`src/prad_pkg.sv`:
```
// prad_pkg: shared types, constants and codes of the pixel radiance accumulator
// no dependencies; imported by every module of the block
`timescale 1ns / 1ps

package prad_pkg;

   localparam int MAX_WIDTH  = 256;
   localparam int MAX_HEIGHT = 256;
   localparam int FRAC_BITS  = 16;
   localparam int COUNT_BITS = 16;
   localparam int SUM_BITS   = 40;
   localparam int AVG_BITS   = 8 + FRAC_BITS;
   localparam int NPIX       = MAX_WIDTH * MAX_HEIGHT;
   localparam int ADDR_BITS  = $clog2(NPIX);
   localparam int DIM_BITS   = 9;
   localparam int COORD_BITS = 8;
   localparam int STEP_BITS  = $clog2(AVG_BITS);
   localparam int REQ_BITS   = 152;
   localparam int RSP_BITS   = 96;

   // operation codes carried in req_tuser
   typedef enum logic [1:0] {
      KIND_ACC     = 2'd0,
      KIND_MERGE   = 2'd1,
      KIND_DEVELOP = 2'd2,
      KIND_CLEAR   = 2'd3
   } kind_type;

   // result status codes
   localparam logic [1:0] STAT_OK    = 2'd0;
   localparam logic [1:0] STAT_RANGE = 2'd1;
   localparam logic [1:0] STAT_SAT   = 2'd2;

   // configuration register indexes
   localparam logic CSR_WIDTH  = 1'b0;
   localparam logic CSR_HEIGHT = 1'b1;

   typedef enum logic [2:0] {
      S_CLR, S_IDLE, S_READ, S_EXEC, S_DIV, S_DONE
   } state_type;

   // one stored pixel
   typedef struct packed {
      logic [COUNT_BITS-1:0] count;
      logic [SUM_BITS-1:0]   blue;
      logic [SUM_BITS-1:0]   green;
      logic [SUM_BITS-1:0]   red;
   } entry_type;

   // one result, red in the lowest bits
   typedef struct packed {
      logic [1:0]            status;
      logic                  empty;
      logic [COUNT_BITS-1:0] count;
      logic [AVG_BITS-1:0]   blue;
      logic [AVG_BITS-1:0]   green;
      logic [AVG_BITS-1:0]   red;
   } result_type;

   // lane status towards the merging stage
   typedef struct packed {
      logic busy;
      logic add_sat;
      logic avg_sat;
   } lane_stat_type;

endpackage

```
`src/prad_lane.sv`:
```
// prad_lane: one colour channel, saturating sum update and rounding bit-serial divider
// depends on prad_pkg
`timescale 1ns / 1ps

module prad_lane import prad_pkg::*; (
   input  logic                  clock,
   input  logic                  reset,
   input  logic [SUM_BITS-1:0]   sum_old,
   input  logic [SUM_BITS-1:0]   sample,
   input  logic [COUNT_BITS-1:0] divisor,
   input  logic                  start,
   output logic [SUM_BITS-1:0]   sum_new,
   output logic [AVG_BITS-1:0]   avg,
   output lane_stat_type         stat
);

   logic [SUM_BITS:0]       add_full;
   logic [SUM_BITS:0]       dividend;
   logic [SUM_BITS:0]       limit;
   logic                    ovf;
   logic [COUNT_BITS:0]     trial;
   logic                    ge;
   logic [COUNT_BITS-1:0]   rem_ff, rem_in;
   logic [AVG_BITS-1:0]     quo_ff, quo_in;
   logic [STEP_BITS-1:0]    step_ff, step_in;
   logic                    busy_ff, busy_in;
   logic                    asat_ff, asat_in;

   // saturating accumulate, the limit is all ones so a carry means overflow
   assign add_full = {1'b0, sum_old} + {1'b0, sample};
   assign sum_new  = add_full[SUM_BITS] ? {SUM_BITS{1'b1}} : add_full[SUM_BITS-1:0];

   // rounding bias and quotient range check
   assign dividend = {1'b0, sum_old} + (SUM_BITS+1)'(divisor >> 1);
   assign limit    = (SUM_BITS+1)'({divisor, {AVG_BITS{1'b0}}});
   assign ovf      = dividend >= limit;

   // one restoring step
   assign trial = {rem_ff, quo_ff[AVG_BITS-1]};
   assign ge    = trial >= {1'b0, divisor};

   always_comb begin
      rem_in  = rem_ff;
      quo_in  = quo_ff;
      step_in = step_ff;
      busy_in = busy_ff;
      asat_in = asat_ff;
      if (start) begin
         step_in = '0;
         if (ovf) begin
            quo_in  = {AVG_BITS{1'b1}};
            asat_in = 1'b1;
            busy_in = 1'b0;
         end else begin
            rem_in  = dividend[AVG_BITS+COUNT_BITS-1:AVG_BITS];
            quo_in  = dividend[AVG_BITS-1:0];
            asat_in = 1'b0;
            busy_in = 1'b1;
         end
      end else if (busy_ff) begin
         rem_in  = ge ? COUNT_BITS'(trial - {1'b0, divisor}) : COUNT_BITS'(trial);
         quo_in  = {quo_ff[AVG_BITS-2:0], ge};
         step_in = step_ff + 1'b1;
         if (step_ff == STEP_BITS'(AVG_BITS - 1)) begin
            busy_in = 1'b0;
         end
      end
   end

   always_ff @(posedge clock) begin
      if (reset) begin
         busy_ff <= 1'b0;
         asat_ff <= 1'b0;
         step_ff <= '0;
      end else begin
         busy_ff <= busy_in;
         asat_ff <= asat_in;
         step_ff <= step_in;
      end
      rem_ff <= rem_in;
      quo_ff <= quo_in;
   end

   assign avg          = quo_ff;
   assign stat.busy    = busy_ff;
   assign stat.add_sat = add_full[SUM_BITS];
   assign stat.avg_sat = asat_ff;

endmodule

```
`config.mk`:
```
export PLATFORM = sky130hd
export DESIGN_NAME = prad_lane
export DESIGN_NICKNAME = d
export VERILOG_FILES = /design/src/prad_pkg.sv /design/src/prad_lane.sv
export SDC_FILE = /design/constraint.sdc
export NUM_CORES = 1
export LEC_CHECK = 0
export BUFFER_PORTS_ARGS = -buffer_cell sky130_fd_sc_hd__buf_2
export CAP_MARGIN = 20
export CORE_ASPECT_RATIO = 0.75
export CORE_MARGIN = 2
export CORE_UTILIZATION = 40
export DETAILED_ROUTE_END_ITERATION = 10
export PLACE_DENSITY = 0.66
export SETUP_SLACK_MARGIN = 0.02
export SLEW_MARGIN = 40
export SYNTH_ARGS = -nofsm -noshare
export SYNTH_HDL_FRONTEND = slang
export SYNTH_SLANG_ARGS = --single-unit
```
`constraint.sdc`:
```
create_clock -name clock -period 5.1 [get_ports clock]
set_input_delay 0.51 -clock clock [delete_from_list [all_inputs] [get_ports clock]]
set_output_delay 0.51 -clock clock [all_outputs]
set_load 0.05 [all_outputs]
```
Yosys cells after proc, flatten, opt, wreduce, memory -nomap -nowiden. Cells that the tools add are included.

Bits in registers: 47. Bits of input ports: 99.

Equality and inequality tests: 2. Add/sub/neg operators: 4. $lt $le $gt $ge: 2. Mux-type cells: 13. Reduce and logical (&&, ||, !) cells: 3.

Operators by type and width (count): $mux 24 (3); $mux 16 (4); $add 40x15->41 (1); $add 40x40->41 (1); $ge 41x40->1 (1); $mux 40 (1); $ge 17x16->1 (1); $sub 16x16->16 (1); $add 5x1->5 const B (1); $eq 5x5->1 const B (1); $mux 1 (5); $ne 2x2->1 const B (1); $reduce_and 2->1 (1); $reduce_bool 2->1 (1); $reduce_or 2->1 (1).

Longest topological paths before layout.
Depth in word-level cells: 4. Gate-level depth with buffers: 21. Gate-level depth less buffers: 18.

Worst setup path after synthesis. OpenSTA, ideal clock, no wires.

Kind: input-to-reg. Start point: in sum_old[5]. End point: reg rem_ff[0] (enable). Setup slack: 47 ps. Library setup time: 326 ps. Path buffers: 1. Data arrival time: 4727 ps. Stages: 18. Cell sequence: ha_1 -> buf_2 -> and3_1 -> a22o_1 -> o211ai_2 -> o21ai_1 -> nand4_1 -> o21a_1 -> or2_2 -> ha_1 -> nand4_1 -> a311oi_1 -> o2111ai_1 -> nor4_1 -> o2111ai_1 -> a2111oi_4 -> nand4_4 -> a221o_1.

Cells in the longest elaborated chain, start to end: 4.

RTL lines: from (decl) (RTL line prad_lane.sv:8) `input logic [SUM_BITS-1:0] sum_old,`; $add 40x15->41 (RTL line prad_lane.sv:34) `assign dividend = {1'b0, sum_old} + (SUM_BITS+1)'(divisor >> 1);`; $ge 41x40->1 (RTL line prad_lane.sv:36) `assign ovf = dividend >= limit;`; $ne 2x2->1 (no source line); $reduce_and 2->1 (no source line); to (signal assigned) (RTL line prad_lane.sv:80) `rem_ff <= rem_in;`; to (decl) (RTL line prad_lane.sv:23) `logic [COUNT_BITS-1:0] rem_ff, rem_in;`.

Every way passes these cells. A chain may end at the register's enable or synchronous reset.

Worst setup path in the final report.
Start point: in sum_old[8]. End point: reg rem_ff[15] (enable).

The elaborated chain is that of the path after synthesis.

==> out/qor.yml <==
timing:
  hold_ws_ns: 0.479
  skew_ns: 0.00526
  fmax_mhz: 205
  slew-limit-headroom_pct: 46.4
  slew_violations: 0
  final-setup-viol-count: 0
  fin_crit_ns: 4.87
  setup-tns-final_ns: 0
  period_share_pct: 95.5
  tightest_slew_ns: 0.792
  hold_viol: 0
flow_run:
  max-cap-violations: 0
clock_tree:
  htree_levels: 2
  cts_buffer_depth: 2
  cts-root-buf: "clkbuf_16"
  cts_tree: "built"
  cts-buffers-inserted: 5
  clkSinkCount: 47
  worstSkewPairLatency_ns: 0.29
  cts_setup_buffers: 0
  clkTransAtPathRegs_ns: 0.07
logic_synthesis:
  synth_fp_nets: 1170
  synth_cell_types: 81
  yosysTopAreaCell: "edfxtp_1"
  synthCells: 980
  ys_warn_count: 0
  synth_top_area_share_pct: 15.6
  ys.flop_type: "edfxtp_1"
  synth-async-reset-ratio_pct: 0
  synth_edf_count: 40
  yosys-top-cells-area: "edfxtp_1 (16%), ha_1 (14%), a21oi_1 (5.2%)"
  syn_area_mm2: 0.00770
  synth-seq-cells: 47
  avgSynthCellArea_um2: 7.86
  ys_seq_area_share_pct: 17.4
critical_path:
  worst-path-buf-inv: 3
  crit_type: "input port to flip-flop"
  critPathMaxFanout: 16
  worstPathArrival_ns: 4.93
  path_cells: "buf_2, ha_1, and3_1, or4_4, o211ai_2, o21ai_1, nand4_1, buf_4, nor2_1, xor2_1, ha_1, nand3_1, nor4_2, o2111ai_1, nor4_2, o2111ai_2, a2111oi_4, nand4_4, a221o_1, buf_12"
  cp_top_family: "simple AND/OR/NAND/NOR gates"
  max_stage_delay_ns: 0.50
  crit_required_ns: 5.16
  crit_path_start_kind: "input port"
  critPathSlowestCell: "or4_4"
  end_kind: "flip-flop"
placement:
  placed_area_mm2: 0.00902
  gp_congestion: 0.981
  portBuffers: 165
  hpwl_um: 21700
route:
  vias: 8358
  first_pass_iters: 5
  wl_um: 26300
  ant_nets: 0
  wl_per_cell_um: 18.7
  routed_via_density: 5.94
  drtIter0Drc: 807
  drc_errors: 0
pwr:
  cellLeakagePower_nw: 4.06
  power.total_mw: 2.62
  p_per_area_mw_per_mm2: 285
  vdd_drop_max_mv: 0.163
floorplan:
  coreArea_mm2: 0.0187
  start_util_pct: 41.2
  die_area_mm2: 0.0204
  row_count: 43
  die_height_um: 124
  dieWidth_um: 164
  io_pins: 166
run_status:
  status: "complete, no violations"
cells_and_area:
  final_common_cell: "buf_2"
  fin_nets: 1347
  post-route-util_pct: 49.3
  drive_gt1_share_pct: 23.6
  layout-area-overhead-vs-synth_pct: 19.5
  finalInstanceArea_mm2: 0.00920
  final_cell_mix: "buf_2 (165), ha_1 (88), nor2_1 (87), a21oi_1 (80), nand2_1 (78)"
global_routing:
  grt_max_degree: 45
  grt_pass1_vias: 7534
  grt_usage_pct: 24.9
  antenna_found_initial: 2
  grt.overflow.total: 0
  grt_pass1_wl_um: 40000
worst_hold_path:
  hp-class: "input port to flip-flop"
registers in the layout (all words and copies together), names as in the netlist:
name,count
avg,24
rem_ff,16
step_ff,5
asat_ff,1
busy_ff,1
path summary, 6_finish.rpt:
kind | start | endpoint | slack [ns] | cells after the start
setup / recovery | sum_old[8] | rem_ff[15]$_DFFE_PP_ | 0.23 | 20
hold / removal | reset | step_ff[0]$_SDFFE_PP0P_ | 0.48 | 2
setup reg to reg | rem_ff[0]$_DFFE_PP_ | rem_ff[12]$_DFFE_PP_ | 1.77 | 9
hold reg to reg | asat_ff$_SDFFE_PP0P_ | asat_ff$_SDFFE_PP0P_ | 0.54 | 2
layer usage:
metal / track usage, % / up-vias / routed length (µm)
li1: - / 4051 / -
met4: 4.71 / 0 / 457
met3: 5.00 / 35 / 2320
met2: 37.6 / 328 / 11000
met5: 0 / - / 0
met1: 36.6 / 3944 / 12500
cell families after synthesis:
kind of cell	synth area share, %
buffers and inverters	5.13
flip-flops	17.4
XOR/XNOR	8.17
multiplexers	4.42
adder cells (fa/ha/maj)	15.1
AO/OA/AOI/OAI	28.5
AND/OR/NAND/NOR	21.3
per-stage QoR:
stage / setup slack [ns] / instances
3_3_place_gp: 0.0158 / 1397
3_5_place_dp: -0.132 / 1397
4_1_cts: 0.166 / 1405
6_report: 0.232 / 1407
5_1_grt: -0.0468 / 1405
2_1_floorplan: 0.0467 / 980
report_power, final:
| part | switching, mW | internal (mW) |
|---|---|---|
| Combinational | 1.11 | 0.608 |
| Sequential | 0.0391 | 0.508 |
| Clock | 0.155 | 0.197 |
| Total | 1.31 | 1.31 |
repair_timing:
action / 4_1_cts / 5_1_grt
hold buffers: 0 / 0
resized for setup: 0 / 4
setup endpoints to repair: 0 / 42
endpoints found under the hold margin: 0 / 0
final cells by class:
type | count | area, µm²
diodes | 2 | 5.00
clock buffers | 6 | 139
clock inverters | 2 | 15.0
fillers | 1835 | 9470
inverters | 53 | 199
multi-input cells | 839 | 6000
flip-flops and latches | 47 | 1340
well taps | 247 | 309
repair buffers | 211 | 1200
Yosys cell counts (13+ instances only):
library cell / instances
o32ai_1: 22
nand2_1: 78
nand3_1: 31
nand4_1: 18
mux2_2: 24
edfxtp_1: 40
a211oi_1: 13
o21a_1: 17
inv_1: 52
nor3_1: 39
xor2_1: 26
o21ai_0: 48
a21o_1: 32
ha_1: 88
xnor2_1: 44
a21oi_1: 80
clkbuf_1: 30
nor2_1: 87
Note: power is estimated with default switching activity, not from simulation.
